===== src/rtl/sws_pkg.sv =====
// ----------------------------------------------------------------------------
// sws_pkg
// Types and constants shared by the shell word splitter modules.
// ----------------------------------------------------------------------------
package sws_pkg;

  // Splitter state
  typedef enum logic [2:0] {
    MODE_BETWEEN = 3'd0,
    MODE_ARG     = 3'd1,
    MODE_ESC     = 3'd2,
    MODE_DQ      = 3'd3,
    MODE_DQ_ESC  = 3'd4,
    MODE_SQ      = 3'd5
  } mode_e;

  typedef enum logic [1:0] {
    KIND_DATA    = 2'd0,
    KIND_END     = 2'd1,
    KIND_SUMMARY = 2'd2
  } kind_e;

  typedef enum logic [1:0] {
    STATUS_OK      = 2'd0,
    STATUS_EMPTY   = 2'd1,
    STATUS_OPEN_DQ = 2'd2,
    STATUS_OPEN_SQ = 2'd3
  } status_e;

  // Configuration register indexes
  localparam logic [7:0] REG_SEP_A = 8'd0;
  localparam logic [7:0] REG_SEP_B = 8'd1;
  localparam logic [7:0] REG_SEP_C = 8'd2;
  localparam logic [7:0] REG_SEP_D = 8'd3;

  localparam logic [7:0] SEP_A_RESET = 8'd32;
  localparam logic [7:0] SEP_B_RESET = 8'd9;
  localparam logic [7:0] SEP_C_RESET = 8'd10;
  localparam logic [7:0] SEP_D_RESET = 8'd0;

  localparam logic [7:0] CH_NUL = 8'h00;
  localparam logic [7:0] CH_DQ  = 8'h22;
  localparam logic [7:0] CH_SQ  = 8'h27;
  localparam logic [7:0] CH_BS  = 8'h5C;

  localparam int ArgWidth = 12;
  localparam int LenWidth = 13;

  localparam int QueueDepth = 4;
  localparam int QueueAw    = $clog2(QueueDepth);
  localparam int QueueCw    = $clog2(QueueDepth + 1);

  // One entry of the queue: the one or two words caused by a single input
  typedef struct packed {
    logic                two;
    kind_e               kind0;
    logic [7:0]          data0;
    kind_e               kind1;
    logic [7:0]          data1;
    logic [ArgWidth-1:0] arg_total;
    logic [LenWidth-1:0] stored_length;
    status_e             status;
    logic [LenWidth-1:0] error_column;
  } cmd_t;

  typedef struct packed {
    logic valid;
    cmd_t cmd;
  } head_t;

endpackage


===== src/rtl/sws_if.sv =====
// ----------------------------------------------------------------------------
// sws_if
// Handshake channels of the shell word splitter: input, result and config.
// ----------------------------------------------------------------------------
interface sws_in_if;
  logic       valid;
  logic       ready;
  logic [7:0] in_byte;
  logic       line_end;

  modport source (output valid, in_byte, line_end, input ready);
  modport sink   (input valid, in_byte, line_end, output ready);
endinterface

interface sws_out_if;
  logic        valid;
  logic        ready;
  logic [1:0]  kind;
  logic [7:0]  data_byte;
  logic [11:0] arg_total;
  logic [12:0] stored_length;
  logic [1:0]  status;
  logic [12:0] error_column;
  logic        last;

  modport source (output valid, kind, data_byte, arg_total, stored_length, status,
                  error_column, last, input ready);
  modport sink   (input valid, kind, data_byte, arg_total, stored_length, status,
                  error_column, last, output ready);
endinterface

interface sws_cfg_if;
  logic       valid;
  logic       ready;
  logic [7:0] index;
  logic [7:0] data;

  modport source (output valid, index, data, input ready);
  modport sink   (input valid, index, data, output ready);
endinterface


===== src/rtl/sws_front.sv =====
// ----------------------------------------------------------------------------
// sws_front
// Accepts bytes, runs the quoting state machine and the line counters, and
// packs the words each byte causes into one queue entry.
// ----------------------------------------------------------------------------
module sws_front #(
  parameter int MAX_LINE = 4096
) (
  input  logic              clk_i,
  input  logic              rst_ni,
  sws_in_if.sink            in_i,
  sws_cfg_if.sink           cfg_i,
  input  logic              space_i,
  output logic              push_o,
  output sws_pkg::cmd_t     cmd_o
);

  localparam int LenCap = (MAX_LINE < 8191) ? MAX_LINE : 8191;
  localparam int ArgCap = ((MAX_LINE / 2) < 4095) ? (MAX_LINE / 2) : 4095;
  localparam logic [sws_pkg::LenWidth-1:0] LenCapV = sws_pkg::LenWidth'(LenCap);
  localparam logic [sws_pkg::ArgWidth-1:0] ArgCapV = sws_pkg::ArgWidth'(ArgCap);

  logic [7:0] sep_a_q, sep_b_q, sep_c_q, sep_d_q;

  sws_pkg::mode_e                  mode_q, mode_d;
  logic [sws_pkg::LenWidth-1:0]    column_q, column_d;
  logic [sws_pkg::LenWidth-1:0]    qcol_q, qcol_d;
  logic [sws_pkg::ArgWidth-1:0]    argc_q, argc_d;
  logic [sws_pkg::LenWidth-1:0]    bcnt_q, bcnt_d;

  logic                            in_fire, cfg_fire;
  logic [7:0]                      b;
  logic                            is_sep;
  logic [sws_pkg::LenWidth-1:0]    col_inc, bc_one, bc_two, bc_new;
  logic [1:0]                      nres, nbytes;
  sws_pkg::kind_e                  k0, k1;
  logic [7:0]                      d0, d1;
  sws_pkg::status_e                status;
  logic [sws_pkg::LenWidth-1:0]    ecol;

  assign in_i.ready  = space_i;
  assign in_fire     = in_i.valid && in_i.ready;
  assign cfg_i.ready = 1'b1;
  assign cfg_fire    = cfg_i.valid && cfg_i.ready;

  always_ff @(posedge clk_i or negedge rst_ni) begin
    if (!rst_ni) begin
      sep_a_q <= sws_pkg::SEP_A_RESET;
      sep_b_q <= sws_pkg::SEP_B_RESET;
      sep_c_q <= sws_pkg::SEP_C_RESET;
      sep_d_q <= sws_pkg::SEP_D_RESET;
    end else if (cfg_fire) begin
      priority case (cfg_i.index)
        sws_pkg::REG_SEP_A: sep_a_q <= cfg_i.data;
        sws_pkg::REG_SEP_B: sep_b_q <= cfg_i.data;
        sws_pkg::REG_SEP_C: sep_c_q <= cfg_i.data;
        sws_pkg::REG_SEP_D: sep_d_q <= cfg_i.data;
        default: ;
      endcase
    end
  end

  assign b      = in_i.in_byte;
  assign is_sep = (b == sws_pkg::CH_NUL) || (b == sep_a_q) || (b == sep_b_q) ||
                  (b == sep_c_q) || (b == sep_d_q);

  assign col_inc = (column_q < LenCapV) ? column_q + 1'b1 : column_q;
  assign bc_one  = (bcnt_q < LenCapV) ? bcnt_q + 1'b1 : bcnt_q;
  assign bc_two  = (bc_one < LenCapV) ? bc_one + 1'b1 : bc_one;

  always_comb begin
    mode_d   = mode_q;
    column_d = column_q;
    qcol_d   = qcol_q;
    argc_d   = argc_q;
    nres     = 2'd0;
    nbytes   = 2'd0;
    k0       = sws_pkg::KIND_DATA;
    k1       = sws_pkg::KIND_DATA;
    d0       = 8'd0;
    d1       = 8'd0;
    status   = sws_pkg::STATUS_OK;
    ecol     = '0;

    if (in_i.line_end) begin
      unique case (mode_q)
        sws_pkg::MODE_ARG, sws_pkg::MODE_ESC: begin
          // close the open argument before the summary
          nres   = 2'd2;
          nbytes = 2'd1;
          k0     = sws_pkg::KIND_END;
          k1     = sws_pkg::KIND_SUMMARY;
        end
        sws_pkg::MODE_DQ, sws_pkg::MODE_DQ_ESC: begin
          nres   = 2'd1;
          k0     = sws_pkg::KIND_SUMMARY;
          status = sws_pkg::STATUS_OPEN_DQ;
          ecol   = qcol_q;
        end
        sws_pkg::MODE_SQ: begin
          nres   = 2'd1;
          k0     = sws_pkg::KIND_SUMMARY;
          status = sws_pkg::STATUS_OPEN_SQ;
          ecol   = qcol_q;
        end
        default: begin
          nres = 2'd1;
          k0   = sws_pkg::KIND_SUMMARY;
          if (column_q == '0) status = sws_pkg::STATUS_EMPTY;
        end
      endcase
    end else begin
      column_d = col_inc;
      unique case (mode_q)
        sws_pkg::MODE_ESC: begin
          mode_d = sws_pkg::MODE_ARG;
          if (b == sws_pkg::CH_DQ || b == sws_pkg::CH_SQ || is_sep) begin
            nres   = 2'd1;
            nbytes = 2'd1;
            d0     = b;
          end else begin
            nres   = 2'd2;
            nbytes = 2'd2;
            d0     = sws_pkg::CH_BS;
            d1     = b;
          end
        end
        sws_pkg::MODE_DQ: begin
          if (b == sws_pkg::CH_DQ) begin
            mode_d = sws_pkg::MODE_ARG;
          end else if (b == sws_pkg::CH_BS) begin
            mode_d = sws_pkg::MODE_DQ_ESC;
          end else begin
            nres   = 2'd1;
            nbytes = 2'd1;
            d0     = b;
          end
        end
        sws_pkg::MODE_DQ_ESC: begin
          mode_d = sws_pkg::MODE_DQ;
          if (b == sws_pkg::CH_DQ) begin
            nres   = 2'd1;
            nbytes = 2'd1;
            d0     = b;
          end else begin
            nres   = 2'd2;
            nbytes = 2'd2;
            d0     = sws_pkg::CH_BS;
            d1     = b;
          end
        end
        sws_pkg::MODE_SQ: begin
          if (b == sws_pkg::CH_SQ) begin
            mode_d = sws_pkg::MODE_ARG;
          end else begin
            nres   = 2'd1;
            nbytes = 2'd1;
            d0     = b;
          end
        end
        default: begin
          if (is_sep) begin
            if (mode_q == sws_pkg::MODE_ARG) begin
              nres   = 2'd1;
              nbytes = 2'd1;
              k0     = sws_pkg::KIND_END;
            end
            mode_d = sws_pkg::MODE_BETWEEN;
          end else begin
            if (mode_q != sws_pkg::MODE_ARG && argc_q < ArgCapV) argc_d = argc_q + 1'b1;
            priority if (b == sws_pkg::CH_BS) begin
              mode_d = sws_pkg::MODE_ESC;
            end else if (b == sws_pkg::CH_DQ) begin
              qcol_d = col_inc;
              mode_d = sws_pkg::MODE_DQ;
            end else if (b == sws_pkg::CH_SQ) begin
              qcol_d = col_inc;
              mode_d = sws_pkg::MODE_SQ;
            end else begin
              nres   = 2'd1;
              nbytes = 2'd1;
              d0     = b;
              mode_d = sws_pkg::MODE_ARG;
            end
          end
        end
      endcase
    end
  end

  always_comb begin
    unique case (nbytes)
      2'd0:    bc_new = bcnt_q;
      2'd1:    bc_new = bc_one;
      default: bc_new = bc_two;
    endcase
  end

  // on a line end everything but the separators returns to reset
  assign bcnt_d = in_i.line_end ? '0 : bc_new;

  always_ff @(posedge clk_i or negedge rst_ni) begin
    if (!rst_ni) begin
      mode_q   <= sws_pkg::MODE_BETWEEN;
      column_q <= '0;
      qcol_q   <= '0;
      argc_q   <= '0;
      bcnt_q   <= '0;
    end else if (in_fire) begin
      if (in_i.line_end) begin
        mode_q   <= sws_pkg::MODE_BETWEEN;
        column_q <= '0;
        qcol_q   <= '0;
        argc_q   <= '0;
      end else begin
        mode_q   <= mode_d;
        column_q <= column_d;
        qcol_q   <= qcol_d;
        argc_q   <= argc_d;
      end
      bcnt_q <= bcnt_d;
    end
  end

  assign push_o              = in_fire && (nres != 2'd0);
  assign cmd_o.two           = (nres == 2'd2);
  assign cmd_o.kind0         = k0;
  assign cmd_o.data0         = d0;
  assign cmd_o.kind1         = k1;
  assign cmd_o.data1         = d1;
  assign cmd_o.arg_total     = argc_q;
  assign cmd_o.stored_length = bc_new;
  assign cmd_o.status        = status;
  assign cmd_o.error_column  = ecol;

`ifndef SYNTHESIS
  a_line_end_clears: assert property (@(posedge clk_i) disable iff (!rst_ni)
    in_fire && in_i.line_end |=> mode_q == sws_pkg::MODE_BETWEEN && column_q == '0 &&
                                 bcnt_q == '0 && argc_q == '0)
    else $error("line state not cleared after line end");

  a_counts_capped: assert property (@(posedge clk_i) disable iff (!rst_ni)
    bcnt_q <= LenCapV && column_q <= LenCapV && argc_q <= ArgCapV)
    else $error("line counter beyond its cap");

  a_sq_copies: assert property (@(posedge clk_i) disable iff (!rst_ni)
    in_fire && !in_i.line_end && mode_q == sws_pkg::MODE_SQ && in_i.in_byte != sws_pkg::CH_SQ
    |-> push_o && cmd_o.kind0 == sws_pkg::KIND_DATA && cmd_o.data0 == in_i.in_byte)
    else $error("byte inside single quotes not copied");
`endif

endmodule


===== src/rtl/sws_queue.sv =====
// ----------------------------------------------------------------------------
// sws_queue
// Short queue of packed word groups between the front and the back end.
// ----------------------------------------------------------------------------
module sws_queue (
  input  logic            clk_i,
  input  logic            rst_ni,
  input  logic            push_i,
  input  sws_pkg::cmd_t   cmd_i,
  output logic            space_o,
  input  logic            pop_i,
  output sws_pkg::head_t  head_o
);

  sws_pkg::cmd_t                 mem_q [sws_pkg::QueueDepth];
  logic [sws_pkg::QueueAw-1:0]   wptr_q, rptr_q;
  logic [sws_pkg::QueueCw-1:0]   count_q, count_d;
  logic                          do_pop;

  assign space_o      = (count_q != sws_pkg::QueueCw'(sws_pkg::QueueDepth));
  assign head_o.valid = (count_q != '0);
  assign head_o.cmd   = mem_q[rptr_q];
  assign do_pop       = pop_i && head_o.valid;

  always_comb begin
    count_d = count_q;
    if (push_i && !do_pop) count_d = count_q + 1'b1;
    if (!push_i && do_pop) count_d = count_q - 1'b1;
  end

  always_ff @(posedge clk_i) begin
    if (push_i) mem_q[wptr_q] <= cmd_i;
  end

  always_ff @(posedge clk_i or negedge rst_ni) begin
    if (!rst_ni) begin
      wptr_q  <= '0;
      rptr_q  <= '0;
      count_q <= '0;
    end else begin
      if (push_i) wptr_q <= wptr_q + 1'b1;
      if (do_pop) rptr_q <= rptr_q + 1'b1;
      count_q <= count_d;
    end
  end

`ifndef SYNTHESIS
  a_no_overflow: assert property (@(posedge clk_i) disable iff (!rst_ni)
    push_i |-> space_o)
    else $error("push into a full queue");

  a_count_bound: assert property (@(posedge clk_i) disable iff (!rst_ni)
    count_q <= sws_pkg::QueueCw'(sws_pkg::QueueDepth))
    else $error("queue count beyond depth");

  a_ptr_gap: assert property (@(posedge clk_i) disable iff (!rst_ni)
    count_q != sws_pkg::QueueCw'(sws_pkg::QueueDepth)
    |-> sws_pkg::QueueAw'(wptr_q - rptr_q) == sws_pkg::QueueAw'(count_q))
    else $error("queue pointers disagree with count");
`endif

endmodule


===== src/rtl/sws_back.sv =====
// ----------------------------------------------------------------------------
// sws_back
// Unpacks each queue entry into one or two result words on the output port.
// ----------------------------------------------------------------------------
module sws_back (
  input  logic            clk_i,
  input  logic            rst_ni,
  input  sws_pkg::head_t  head_i,
  output logic            pop_o,
  sws_out_if.source       out_o
);

  logic            sel_q, sel_d;
  logic            out_fire, last;
  sws_pkg::kind_e  kind;
  logic            is_sum;

  assign kind     = sel_q ? head_i.cmd.kind1 : head_i.cmd.kind0;
  assign last     = !head_i.cmd.two || sel_q;
  assign is_sum   = (kind == sws_pkg::KIND_SUMMARY);
  assign out_fire = out_o.valid && out_o.ready;
  assign pop_o    = out_fire && last;

  // step to the second word, back to the first once the entry is gone
  assign sel_d = out_fire ? !last : sel_q;

  always_ff @(posedge clk_i or negedge rst_ni) begin
    if (!rst_ni) sel_q <= 1'b0;
    else         sel_q <= sel_d;
  end

  assign out_o.valid         = head_i.valid;
  assign out_o.kind          = kind;
  assign out_o.data_byte     = sel_q ? head_i.cmd.data1 : head_i.cmd.data0;
  assign out_o.arg_total     = is_sum ? head_i.cmd.arg_total : '0;
  assign out_o.stored_length = is_sum ? head_i.cmd.stored_length : '0;
  assign out_o.status        = is_sum ? head_i.cmd.status : sws_pkg::STATUS_OK;
  assign out_o.error_column  = is_sum ? head_i.cmd.error_column : '0;
  assign out_o.last          = last;

`ifndef SYNTHESIS
  a_sel_needs_pair: assert property (@(posedge clk_i) disable iff (!rst_ni)
    sel_q |-> head_i.valid && head_i.cmd.two)
    else $error("second word selected without a pair entry");

  a_sel_returns: assert property (@(posedge clk_i) disable iff (!rst_ni)
    pop_o |=> !sel_q)
    else $error("word select not returned after pop");

  a_summary_last: assert property (@(posedge clk_i) disable iff (!rst_ni)
    head_i.valid && is_sum |-> last)
    else $error("summary not the final word of its entry");
`endif

endmodule


===== src/rtl/shell_word_splitter.sv =====
// ----------------------------------------------------------------------------
// shell_word_splitter
// Shell-style argument splitter: bytes in, argument bytes, argument ends and
// a line summary out.
// ----------------------------------------------------------------------------
// One byte or line end is taken per cycle while the four-entry queue between
// front and back end has room. Each input gives zero, one or two result
// words; the back end drives one word per cycle from the queue head while
// the output is ready, so an input giving two words (backslash pairs, final
// argument end plus summary) holds the output port for both of them and the
// output port sets the sustained rate. An input's words are registered in
// the queue before they are output. Separator registers may be written at
// any time the block is idle; the config port never stalls.
// ----------------------------------------------------------------------------
module shell_word_splitter #(
  parameter int MAX_LINE = 4096
) (
  input  logic        clk_i,
  input  logic        rst_ni,
  sws_in_if.sink      in_i,
  sws_out_if.source   out_o,
  sws_cfg_if.sink     cfg_i
);

  logic            push, space, pop;
  sws_pkg::cmd_t   cmd;
  sws_pkg::head_t  head;

  sws_front #(
    .MAX_LINE (MAX_LINE)
  ) u_front (
    .clk_i   (clk_i),
    .rst_ni  (rst_ni),
    .in_i    (in_i),
    .cfg_i   (cfg_i),
    .space_i (space),
    .push_o  (push),
    .cmd_o   (cmd)
  );

  sws_queue u_queue (
    .clk_i   (clk_i),
    .rst_ni  (rst_ni),
    .push_i  (push),
    .cmd_i   (cmd),
    .space_o (space),
    .pop_i   (pop),
    .head_o  (head)
  );

  sws_back u_back (
    .clk_i  (clk_i),
    .rst_ni (rst_ni),
    .head_i (head),
    .pop_o  (pop),
    .out_o  (out_o)
  );

endmodule

===== src/flat_wrapper.sv =====
// flat-port wrapper written by rule: the top's interface ports become plain ports
module shell_word_splitter_flat 
#(
  parameter int MAX_LINE = 4096
)
  (clk_i, rst_ni, in_i_valid, in_i_in_byte, in_i_line_end, in_i_ready, out_o_valid, out_o_kind, out_o_data_byte, out_o_arg_total, out_o_stored_length, out_o_status, out_o_error_column, out_o_last, out_o_ready, cfg_i_valid, cfg_i_index, cfg_i_data, cfg_i_ready);
  sws_in_if in_i_i ();
  sws_out_if out_o_i ();
  sws_cfg_if cfg_i_i ();
  input  logic clk_i;
  input  logic rst_ni;
  input wire logic [$bits(in_i_i.valid)-1:0] in_i_valid;
  input wire logic [$bits(in_i_i.in_byte)-1:0] in_i_in_byte;
  input wire logic [$bits(in_i_i.line_end)-1:0] in_i_line_end;
  output wire logic [$bits(in_i_i.ready)-1:0] in_i_ready;
  output wire logic [$bits(out_o_i.valid)-1:0] out_o_valid;
  output wire logic [$bits(out_o_i.kind)-1:0] out_o_kind;
  output wire logic [$bits(out_o_i.data_byte)-1:0] out_o_data_byte;
  output wire logic [$bits(out_o_i.arg_total)-1:0] out_o_arg_total;
  output wire logic [$bits(out_o_i.stored_length)-1:0] out_o_stored_length;
  output wire logic [$bits(out_o_i.status)-1:0] out_o_status;
  output wire logic [$bits(out_o_i.error_column)-1:0] out_o_error_column;
  output wire logic [$bits(out_o_i.last)-1:0] out_o_last;
  input wire logic [$bits(out_o_i.ready)-1:0] out_o_ready;
  input wire logic [$bits(cfg_i_i.valid)-1:0] cfg_i_valid;
  input wire logic [$bits(cfg_i_i.index)-1:0] cfg_i_index;
  input wire logic [$bits(cfg_i_i.data)-1:0] cfg_i_data;
  output wire logic [$bits(cfg_i_i.ready)-1:0] cfg_i_ready;
  assign in_i_i.valid = in_i_valid;
  assign in_i_i.in_byte = in_i_in_byte;
  assign in_i_i.line_end = in_i_line_end;
  assign in_i_ready = in_i_i.ready;
  assign out_o_valid = out_o_i.valid;
  assign out_o_kind = out_o_i.kind;
  assign out_o_data_byte = out_o_i.data_byte;
  assign out_o_arg_total = out_o_i.arg_total;
  assign out_o_stored_length = out_o_i.stored_length;
  assign out_o_status = out_o_i.status;
  assign out_o_error_column = out_o_i.error_column;
  assign out_o_last = out_o_i.last;
  assign out_o_i.ready = out_o_ready;
  assign cfg_i_i.valid = cfg_i_valid;
  assign cfg_i_i.index = cfg_i_index;
  assign cfg_i_i.data = cfg_i_data;
  assign cfg_i_ready = cfg_i_i.ready;
  shell_word_splitter #(.MAX_LINE(MAX_LINE)) u_core (.clk_i(clk_i), .rst_ni(rst_ni), .in_i(in_i_i), .out_o(out_o_i), .cfg_i(cfg_i_i));
endmodule

===== config.mk =====
export PLATFORM = sky130hd
export DESIGN_NAME = shell_word_splitter_flat
export DESIGN_NICKNAME = d
export VERILOG_FILES = /design/src/rtl/sws_pkg.sv /design/src/rtl/sws_if.sv /design/src/rtl/sws_front.sv /design/src/rtl/sws_queue.sv /design/src/rtl/sws_back.sv /design/src/rtl/shell_word_splitter.sv /design/src/flat_wrapper.sv
export SDC_FILE = /design/constraint.sdc
export NUM_CORES = 1
export LEC_CHECK = 0
export BUFFER_PORTS_ARGS = -buffer_cell sky130_fd_sc_hd__buf_2
export CAP_MARGIN = 5
export CORE_MARGIN = 4
export CORE_UTILIZATION = 25
export DETAILED_ROUTE_END_ITERATION = 7
export REMOVE_ABC_BUFFERS = 1
export SYNTH_ARGS = -nofsm -noshare
export SYNTH_HDL_FRONTEND = slang
export SYNTH_SLANG_ARGS = --single-unit

===== constraint.sdc =====
create_clock -name clk_i -period 6.47 [get_ports clk_i]
set_input_delay 1.294 -clock clk_i [delete_from_list [all_inputs] [get_ports clk_i]]
set_output_delay 1.294 -clock clk_i [all_outputs]
set_load 0.01 [all_outputs]

==> results of run 1 <==
-- cell families after synthesis --
family / after synthesis
muxes: 103
DFF: 334
and+or+nand+nor: 331
xor gates and xnor gates: 73
AOI/OAI and AO/OA: 158
other: 1
adders and majority gates: 12
buffers and inverters: 96
-- power by group --
group	internal [W]	switching [W]
logic	0.000838	0.00112
registers	0.00268	0.000300
clock network	0.00117	0.000796
-- layout make-up --
type,instances,area [um^2],area share [%]
clock buffer,49,970,5.45
tap,782,978,5.50
multi-input combinational,678,5450,30.6
inverter,24,90.1,0.507
timing repair buffer,97,563,3.17
clock inverter,15,158,0.887
sequential,334,9570,53.8
-- Yosys cell counts, drive strengths merged, types with 22 or more instances --
master | number | area [um^2]
a21oi | 34 | 170
and2 | 26 | 163
and3 | 51 | 319
buf | 22 | 115
clkbuf | 50 | 188
dfrtp | 89 | 2230
edfxtp | 240 | 7210
inv | 24 | 90.1
mux2 | 37 | 417
mux4 | 59 | 1330
nand2 | 99 | 372
nor2 | 51 | 191
o21ai | 39 | 210
xnor2 | 28 | 245
xor2 | 45 | 394
-- per-layer routing --
metal / vias up / global-route usage [%]
li1: 4324 / -
met1: 4706 / 14.8
met2: 209 / 17.9
met3: 48 / 1.51
met4: 0 / 2.68
met5: - / 0
-- metrics by stage --
step | setup WS (ns) | cell area [um^2] | util (%)
3_3_place_gp | 1.36 | 16700 | 27.5
5_1_grt | 1.49 | 17800 | 29.3
6_report | 1.69 | 17800 | 29.3
3_5_place_dp | 1.24 | 16700 | 27.5
4_1_cts | 1.76 | 17800 | 29.3
2_1_floorplan | 0.513 | 15100 | -
-- final timing paths --
kind,from,endpoint
min in group asynchronous,rst_ni,u_core.u_front.sep_a_q[3]
worst min register to register,u_core.u_queue.count_q[2],u_core.u_queue.count_q[2]
worst max register to register,u_core.u_front.mode_q[1],u_core.u_queue.mem_q[3][22]
max in group asynchronous,rst_ni,u_core.u_queue.rptr_q[0]
worst min-delay path,u_core.u_queue.count_q[2],u_core.u_queue.count_q[2]
worst max-delay path,in_i_in_byte[3],u_core.u_queue.count_q[2]
-- registers in the layout, indices dropped and copies added (netlist names) --
name / count
u_core.u_back.sel_q: 1
u_core.u_front.argc_q: 12
u_core.u_front.bcnt_q: 13
u_core.u_front.column_q: 13
u_core.u_front.mode_q: 3
u_core.u_front.qcol_q: 13
u_core.u_front.sep_a_q: 8
u_core.u_front.sep_b_q: 8
u_core.u_front.sep_c_q: 8
u_core.u_front.sep_d_q: 8
u_core.u_queue.count_q: 3
u_core.u_queue.mem_q: 240
u_core.u_queue.rptr_q: 2
u_core.u_queue.wptr_q: 2
==> results.toml, run 1 <==
[routing]
avgViaCountPerCell = 4.69
maxUsedRoutingLayer = "met4"
drt_iter0_drc = 607
vias = 9287
met2_length_mm = 17.1
wl_per_cell_um = 18.1
dr.pass1.iters = 5
drt-met1-wl_mm = 16.7
drcViolationCount = 0
wl_mm = 35.7
route.met3.wl_mm = 1.25
ant_nets = 0

[worst_setup_path]
arrival_ns = 5.21
critPathMaxFanout = 15
critPathMaxStageDelay_ns = 0.54
r2r_setup_slack_ns = 2.30
crit_path_end_kind = "flop"
cpMostUsedCell = "xor2_1"
crit_cells = 14
critPathKind = "primary input to flop"
path_buf_inv = 2
path_delay_family = "compound AO/OA/AOI/OAI gates"
cp_slowest_cell = "nor3_1"
crit_path_start_kind = "primary input"
reg2reg_depth = 8
worstPathCellList = "buf_2 -> or3_4 -> nor3_1 -> nor3b_1 -> a21oi_1 -> o21ai_2 -> a211o_2 -> o21ai_4 -> ha_1 -> inv_1 -> fa_1 -> xor2_1 -> nor2_1 -> xor2_1"
critPathRequiredTime_ns = 6.90

[sta]
hold_slack_ns = 0.488
min_period_ns = 4.78
rsz0062_at_grt = "false"
relSlewSlack_pct = 28.6
max_freq_mhz = 209
totalNegativeSetupSlack_ns = 0
tightest_slew_ns = 1.07
fin_crit_sh_pct = 73.8
setup_viol = 0
finalHoldViolCount = 0
skew_ns = 0.0239
slew_viol_final = 0

[layout]
fin_cells = 1979
layout_commonest_cell = "edfxtp_1"
areaGrowthSynthToFinish_pct = 15.6
num-nets-final = 1212
antennaDiodeCount = 0
drive_above_1_share_pct = 22.2
final_cell_mix = "edfxtp_1 (240), nand2_1 (99), dfrtp_1 (87)"
n_fill_cell = 6069

[clock_network]
clockRootBuffer = "clkbuf_16"
clk_latency_ns = 0.53
clkSlewWorstSetupHoldPaths_ns = 0.05
cts_buffers = 36
cts.sinks = 334
cts_tree = "built"
post-cts-setup-buffer-count = 0
cts_buffer_depth = 3
ctsHoldBuffers = 0
cts_resized = 0
htreeDepth = 2

[placed_design]
port_buffers = 82
place.gp.congestion = 0.824
hpwl_mm = 23.5
dpl.cell_count = 1915

[grt]
grt_overflow_total = 0
grt_max_degree = 68
gr-usage-all-layers_pct = 10.7
grt_pass1_wl_mm = 56.8
first_global_vias = 9717
antenna_found_initial = 2

[job]
max-cap-violations = 0

[hold_path]
hold_path.class = "flop to flop"
hold_depth = 1

[yosys]
yosys.cell_types.count = 76
synthAdderAreaFrac_pct = 1.01
synthXorXnorAreaFrac_pct = 4.16
ys_seq_area_share_pct = 62.2
synthMuxAreaShare_pct = 11.8
syn_inst = 1108
netlist_area_um2 = 15400
synth-seq-cells = 334
async_flop_share_pct = 28.1
synth_top_family_by_area = "multiplexers"
yosys.area_share.simple_pct = 11.3
yosysWarnings = 0
avgSynthCellArea_um2 = 13.9
synth-edff-count = 240
synth_top_flop_cell = "edfxtp_1"
synth_compound_area_share_pct = 6.97

[floorplan]
start_util_pct = 25.4
die_h_um = 256
fp.coreArea_um2 = 60600
io_pins = 84
dieArea_um2 = 65500
rows = 90
die_x_um = 256

[run_status]
status = "finished clean"

[power_and_ir_drop]
leakage_nw = 6.74
power_w = 0.00691
ir_drop_mv = 0.213
power-per-cell-area_nw_per_um2 = 389
No activity file was read; power rests on OpenSTA's default activity.
==> run 2, diff against run 1 <==
clock period = 4.7 ns   (was 6.47 ns; I/O delays follow)
==> run 2 against run 1 <==
Compared with the run above: design area is 0.94% higher; hold slack improved by 0.0051 ns; clock-buffer cell count is 4 higher; routed wire length down 0.45%; die area unchanged; flip-flop and latch count unchanged; largest cell class unchanged.
==> results.toml, run 2 (synthesis gave the netlist of run 1 again) <==
[job]
max-cap-violations = 0

[clock_network]
cts.sinks = 334
clockRootBuffer = "clkbuf_16"
cts_tree = "built"
ctsHoldBuffers = 0
cts_buffers = 37
clk_latency_ns = 0.53
cts_resized = 0
post-cts-setup-buffer-count = 0
htreeDepth = 2
clkSlewWorstSetupHoldPaths_ns = 0.06
cts_buffer_depth = 3

[floorplan]
die_h_um = 256
io_pins = 84
start_util_pct = 25.4
dieArea_um2 = 65500
fp.coreArea_um2 = 60600
die_x_um = 256
rows = 90

[routing]
wl_per_cell_um = 17.9
drt_iter0_drc = 471
vias = 9351
avgViaCountPerCell = 4.69
drcViolationCount = 0
dr.pass1.iters = 5
ant_nets = 0
wl_mm = 35.6

[placed_design]
hpwl_mm = 22.9
port_buffers = 82
dpl.cell_count = 1925
postPlaceCellArea_um2 = 16700
place.gp.congestion = 0.814

[power_and_ir_drop]
power.internal_w = 0.00652
p_comb_share_pct = 29.1
swShare_pct = 32.2
p_sw_w = 0.00310
power_w = 0.00962
clkPwrFrac_pct = 29.1
ir_drop_mv = 0.256
power.share.sequential_pct = 41.8
leakage_nw = 6.83
power-per-cell-area_nw_per_um2 = 536

[worst_setup_path]
critPathRequiredTime_ns = 3.76
path_buf_inv = 2
critPathKind = "flop to primary output"
critPathMaxStageDelay_ns = 0.73
crit_path_start_kind = "flop"
critPathMaxFanout = 22
path_delay_family = "simple AND/OR/NAND/NOR gates"
worstPathCellList = "nor2b_1 -> a211oi_1 -> a21oi_1 -> nand2_1 -> buf_4 -> and3_1 -> buf_2"
arrival_ns = 3.01
cp_slowest_cell = "dfrtp_2"
crit_path_end_kind = "primary output"

[layout]
num-nets-final = 1223
largest_reg_flops = 240
utilization_pct = 29.6
regMostFlops = "u_core.u_queue.mem_q"
drive_above_1_share_pct = 23.5
final_area_um2 = 17900
layout_commonest_cell = "edfxtp_1"
fin_cells = 1993
antennaDiodeCount = 0
final_cell_mix = "edfxtp_1 (240), nand2_1 (99), dfrtp_1 (87)"
areaGrowthSynthToFinish_pct = 16.7
n_fill_cell = 6017

[grt]
grt_max_degree = 63
grt_overflow_total = 0
gr-usage-all-layers_pct = 10.6
antenna_found_initial = 2
grt_pass1_wl_mm = 56.0
first_global_vias = 9709

[hold_path]
hold_path.class = "flop to flop"

[run_status]
status = "finished clean"

[sta]
min_period_ns = 3.95
slew_viol_final = 0
skew_ns = 0.0130
rsz0062_at_grt = "false"
fin_crit_sh_pct = 84.1
totalNegativeSetupSlack_ns = 0
relSlewSlack_pct = 25.3
tightest_slew_ns = 1.11
setup_viol = 0
max_freq_mhz = 253
finalHoldViolCount = 0
[run 2: cell types whose count changed in the layout (fill, tap and decap cells not counted), moves of 2 or more]
cell,change
clkbuf_8,+4
buf_4,+9
clkbuf_16,+2
clkbuf_1,-2
clkinv_4,+3
clkinv_1,-3
bufinv_16,-2
[run 2: power by group through the flow]
stage	clock [W]	combinational [W]	sequential, W
finish	0.00280	0.00280	0.00402
global route	0.00301	0.00310	0.00409
CTS	0.00289	0.00292	0.00403
detailed placement	0	0.00291	0.00409
global placement	0	0.00288	0.00407
floorplan	0	0.00168	0.00412
[run 2: final cells by class]
type	count	area (um^2)	area share (%)
clock buffers	53	1070	5.95
repair buffers	107	651	3.63
flip-flops and latches	334	9570	53.3
inverters	24	90.1	0.502
clock inverters	15	139	0.774
well taps	782	978	5.45
multi-input cells	678	5450	30.4
[run 2: per-stage QoR]
| step | setup slack (ns) | hold slack (ns) |
|---|---|---|
| floorplan | -0.903 | 0.456 |
| finish | 0.746 | 0.493 |
| CTS | 0.561 | 0.492 |
| global route | 0.486 | 0.510 |
| detailed placement | 0.430 | 0.481 |
| global placement | 0.459 | 0.480 |
[run 2: worst paths after layout]
path	start	to	slack, ns	cells after the start
worst max-delay path	u_core.u_queue.rptr_q[1]	out_o_error_column[12]	0.75	7
worst min-delay path	u_core.u_front.qcol_q[1]	u_core.u_front.qcol_q[1]	0.49	2
worst max register to register	u_core.u_front.mode_q[1]	u_core.u_queue.mem_q[0][53]	1.18	10
worst min register to register	u_core.u_front.qcol_q[1]	u_core.u_front.qcol_q[1]	0.49	2
max in group asynchronous	rst_ni	u_core.u_front.sep_c_q[1]	3.15	2
min in group asynchronous	rst_ni	u_core.u_front.bcnt_q[9]	0.54	1
[run 2: layer usage]
metal	share of wire (%)	global-route usage, %
met1	46	14.4
met2	47	17.6
met3	4.9	1.94
met4	2.1	2.90
met5	0.028	0
[run 2: worst reg2reg max path: cells and delay by family, from the launching register on]
family | cells | cell delay, ns
AO/OA/AOI/OAI | 4 | 0.98
flip-flops | 1 | 0.80
AND/OR/NAND/NOR | 4 | 0.77
buffers and inverters | 2 | 0.56
==> run 3, diff against run 2 <==
clock period = 4 ns   (was 4.7 ns; I/O delays follow)
==> run 3 against run 2 <==
Compared with the run above: hold slack got worse by 0.24 ns; register-to-register slack got worse by 0.45 ns; sequential share of layout area fell by 0.39 points; largest cell class unchanged; non-clock buffer count up 16; clock-buffer cell count is 1 higher; flip-flop and latch count stayed put; die area did not move; final cell count increased by 0.75%.
==> results.toml, run 3 (synthesis gave the netlist of run 1 again) <==
[routing]
ant_nets = 0
dr.pass1.iters = 5
vias = 9467
wl_mm = 36.1
avgViaCountPerCell = 4.71
wl_per_cell_um = 18.0
drt_iter0_drc = 637
drcViolationCount = 0

[worst_setup_path]
r2r_setup_slack_ns = 0.73
crit_path_end_kind = "primary output"
reg2reg_to = "u_core.u_queue.count_q[2]"
cpMostUsedCell = "buf_4"
critPathMaxStageDelay_ns = 0.52
r2r-start = "u_core.u_front.mode_q[1]"
reg2reg_depth = 13
critPathRequiredTime_ns = 3.20
critPathKind = "flop to primary output"
crit_path_start_kind = "flop"
worstPathCellList = "buf_4 -> a211oi_1 -> a21oi_1 -> nand2_1 -> buf_4 -> and3_1 -> buf_2"
cp_slowest_cell = "dfrtp_4"
arrival_ns = 2.72
critPathMaxFanout = 36

[layout]
layout_commonest_cell = "edfxtp_1"
areaGrowthSynthToFinish_pct = 17.6
num-nets-final = 1239
utilization_pct = 29.8
final_cell_mix = "edfxtp_1 (240), nand2_1 (99), dfrtp_1 (87)"
drive_above_1_share_pct = 24.1
antennaDiodeCount = 0
largest_reg_flops = 240
regMostFlops = "u_core.u_queue.mem_q"
n_fill_cell = 6036

[sta]
finalHoldViolCount = 0
relSlewSlack_pct = 44.4
fin_crit_sh_pct = 87.9
max_freq_mhz = 284
min_period_ns = 3.52
tightest_slew_ns = 0.835
setup_viol = 0
hold_slack_ns = 0.249
rsz0062_at_grt = "false"
skew_ns = 0.0219
slew_viol_final = 0
fin_ws_ns = 0.482

[grt]
grt_overflow_total = 0
first_global_vias = 9721
grt_max_degree = 54
gr-usage-all-layers_pct = 10.8
antenna_found_initial = 2
grt_pass1_wl_mm = 56.8

[clock_network]
cts.sinks = 334
clockRootBuffer = "clkbuf_16"
cts_resized = 0
clk_latency_ns = 0.53
cts_buffers = 37
ctsHoldBuffers = 0
cts_tree = "built"
cts_buffer_depth = 3
post-cts-setup-buffer-count = 0
clkSlewWorstSetupHoldPaths_ns = 0.06
htreeDepth = 2

[power_and_ir_drop]
leakage_nw = 6.90
ir_drop_mv = 0.330
power-per-cell-area_nw_per_um2 = 626

[floorplan]
dieArea_um2 = 65500
rows = 90
start_util_pct = 25.4
fp.coreArea_um2 = 60600
io_pins = 84
die_h_um = 256
die_x_um = 256

[placed_design]
dpl_worst_slack_ns = 0.0176
port_buffers = 82
place.gp.congestion = 0.825
hpwl_mm = 24.5

[run_status]
status = "finished clean"

[hold_path]
hold_path.class = "primary input to asynchronous set/reset pin"

[job]
max-cap-violations = 0
-- run 3: critical path, delay by kind of cell, from the launching register on --
| family | cells | cell delay, ns |
|---|---|---|
| buffers and inverters | 3 | 0.82 |
| flip-flops | 1 | 0.52 |
| AND/OR/NAND/NOR | 2 | 0.50 |
| AO/OA/AOI/OAI | 2 | 0.30 |
-- run 3: report_power, final --
group	total, W	switching, W	internal (W)
clock	0.00323	0.00134	0.00189
sequential	0.00465	0.000315	0.00434
combinational	0.00343	0.00198	0.00144
total	0.0113	0.00364	0.00767
-- run 3: worst max-delay path by stage --
stage | startpoint | slack (ns) | cells after the start | to
after CTS | u_core.u_queue.rptr_q[0] | 0.31 | 7 | out_o_error_column[6]
after detailed placement | in_i_in_byte[3] | 0.02 | 14 | u_core.u_queue.count_q[2]
after floorplan | in_i_in_byte[0] | -1.46 | 8 | u_core.u_queue.mem_q[0][0]
after global routing | u_core.u_queue.rptr_q[0] | 0.11 | 7 | out_o_error_column[6]
final | u_core.u_queue.rptr_q[0] | 0.48 | 7 | out_o_error_column[6]
after global placement | in_i_in_byte[3] | 0.09 | 14 | u_core.u_queue.count_q[2]
-- run 3: through the flow --
stage	setup TNS [ns]	std cells	total power [W]	area (um^2)
CTS	0	2008	0.0115	18100
detailed placement	0	1941	0.00829	16900
floorplan	-382.55	1036	0.00682	15100
global placement	0	1941	0.00822	16900
finish	0	2008	0.0113	18100
global route	0	2008	0.0120	18100
-- run 3: layer usage --
metal	vias to the layer above	wire (um)	GRT usage, %
met2	242	17200	17.8
met3	54	1720	1.97
met5	-	11	0
met4	2	810	3.05
li1	4387	-	-
met1	4782	16400	14.5
-- run 3: area by class of cell --
class / count / area [um^2] / area share, %
clock buffer: 54 / 1040 / 5.76
sequential: 334 / 9570 / 52.9
clock inverter: 13 / 114 / 0.630
tap: 782 / 978 / 5.41
inverter: 24 / 90.1 / 0.498
timing repair buffer: 123 / 833 / 4.61
multi-input combinational: 678 / 5450 / 30.1
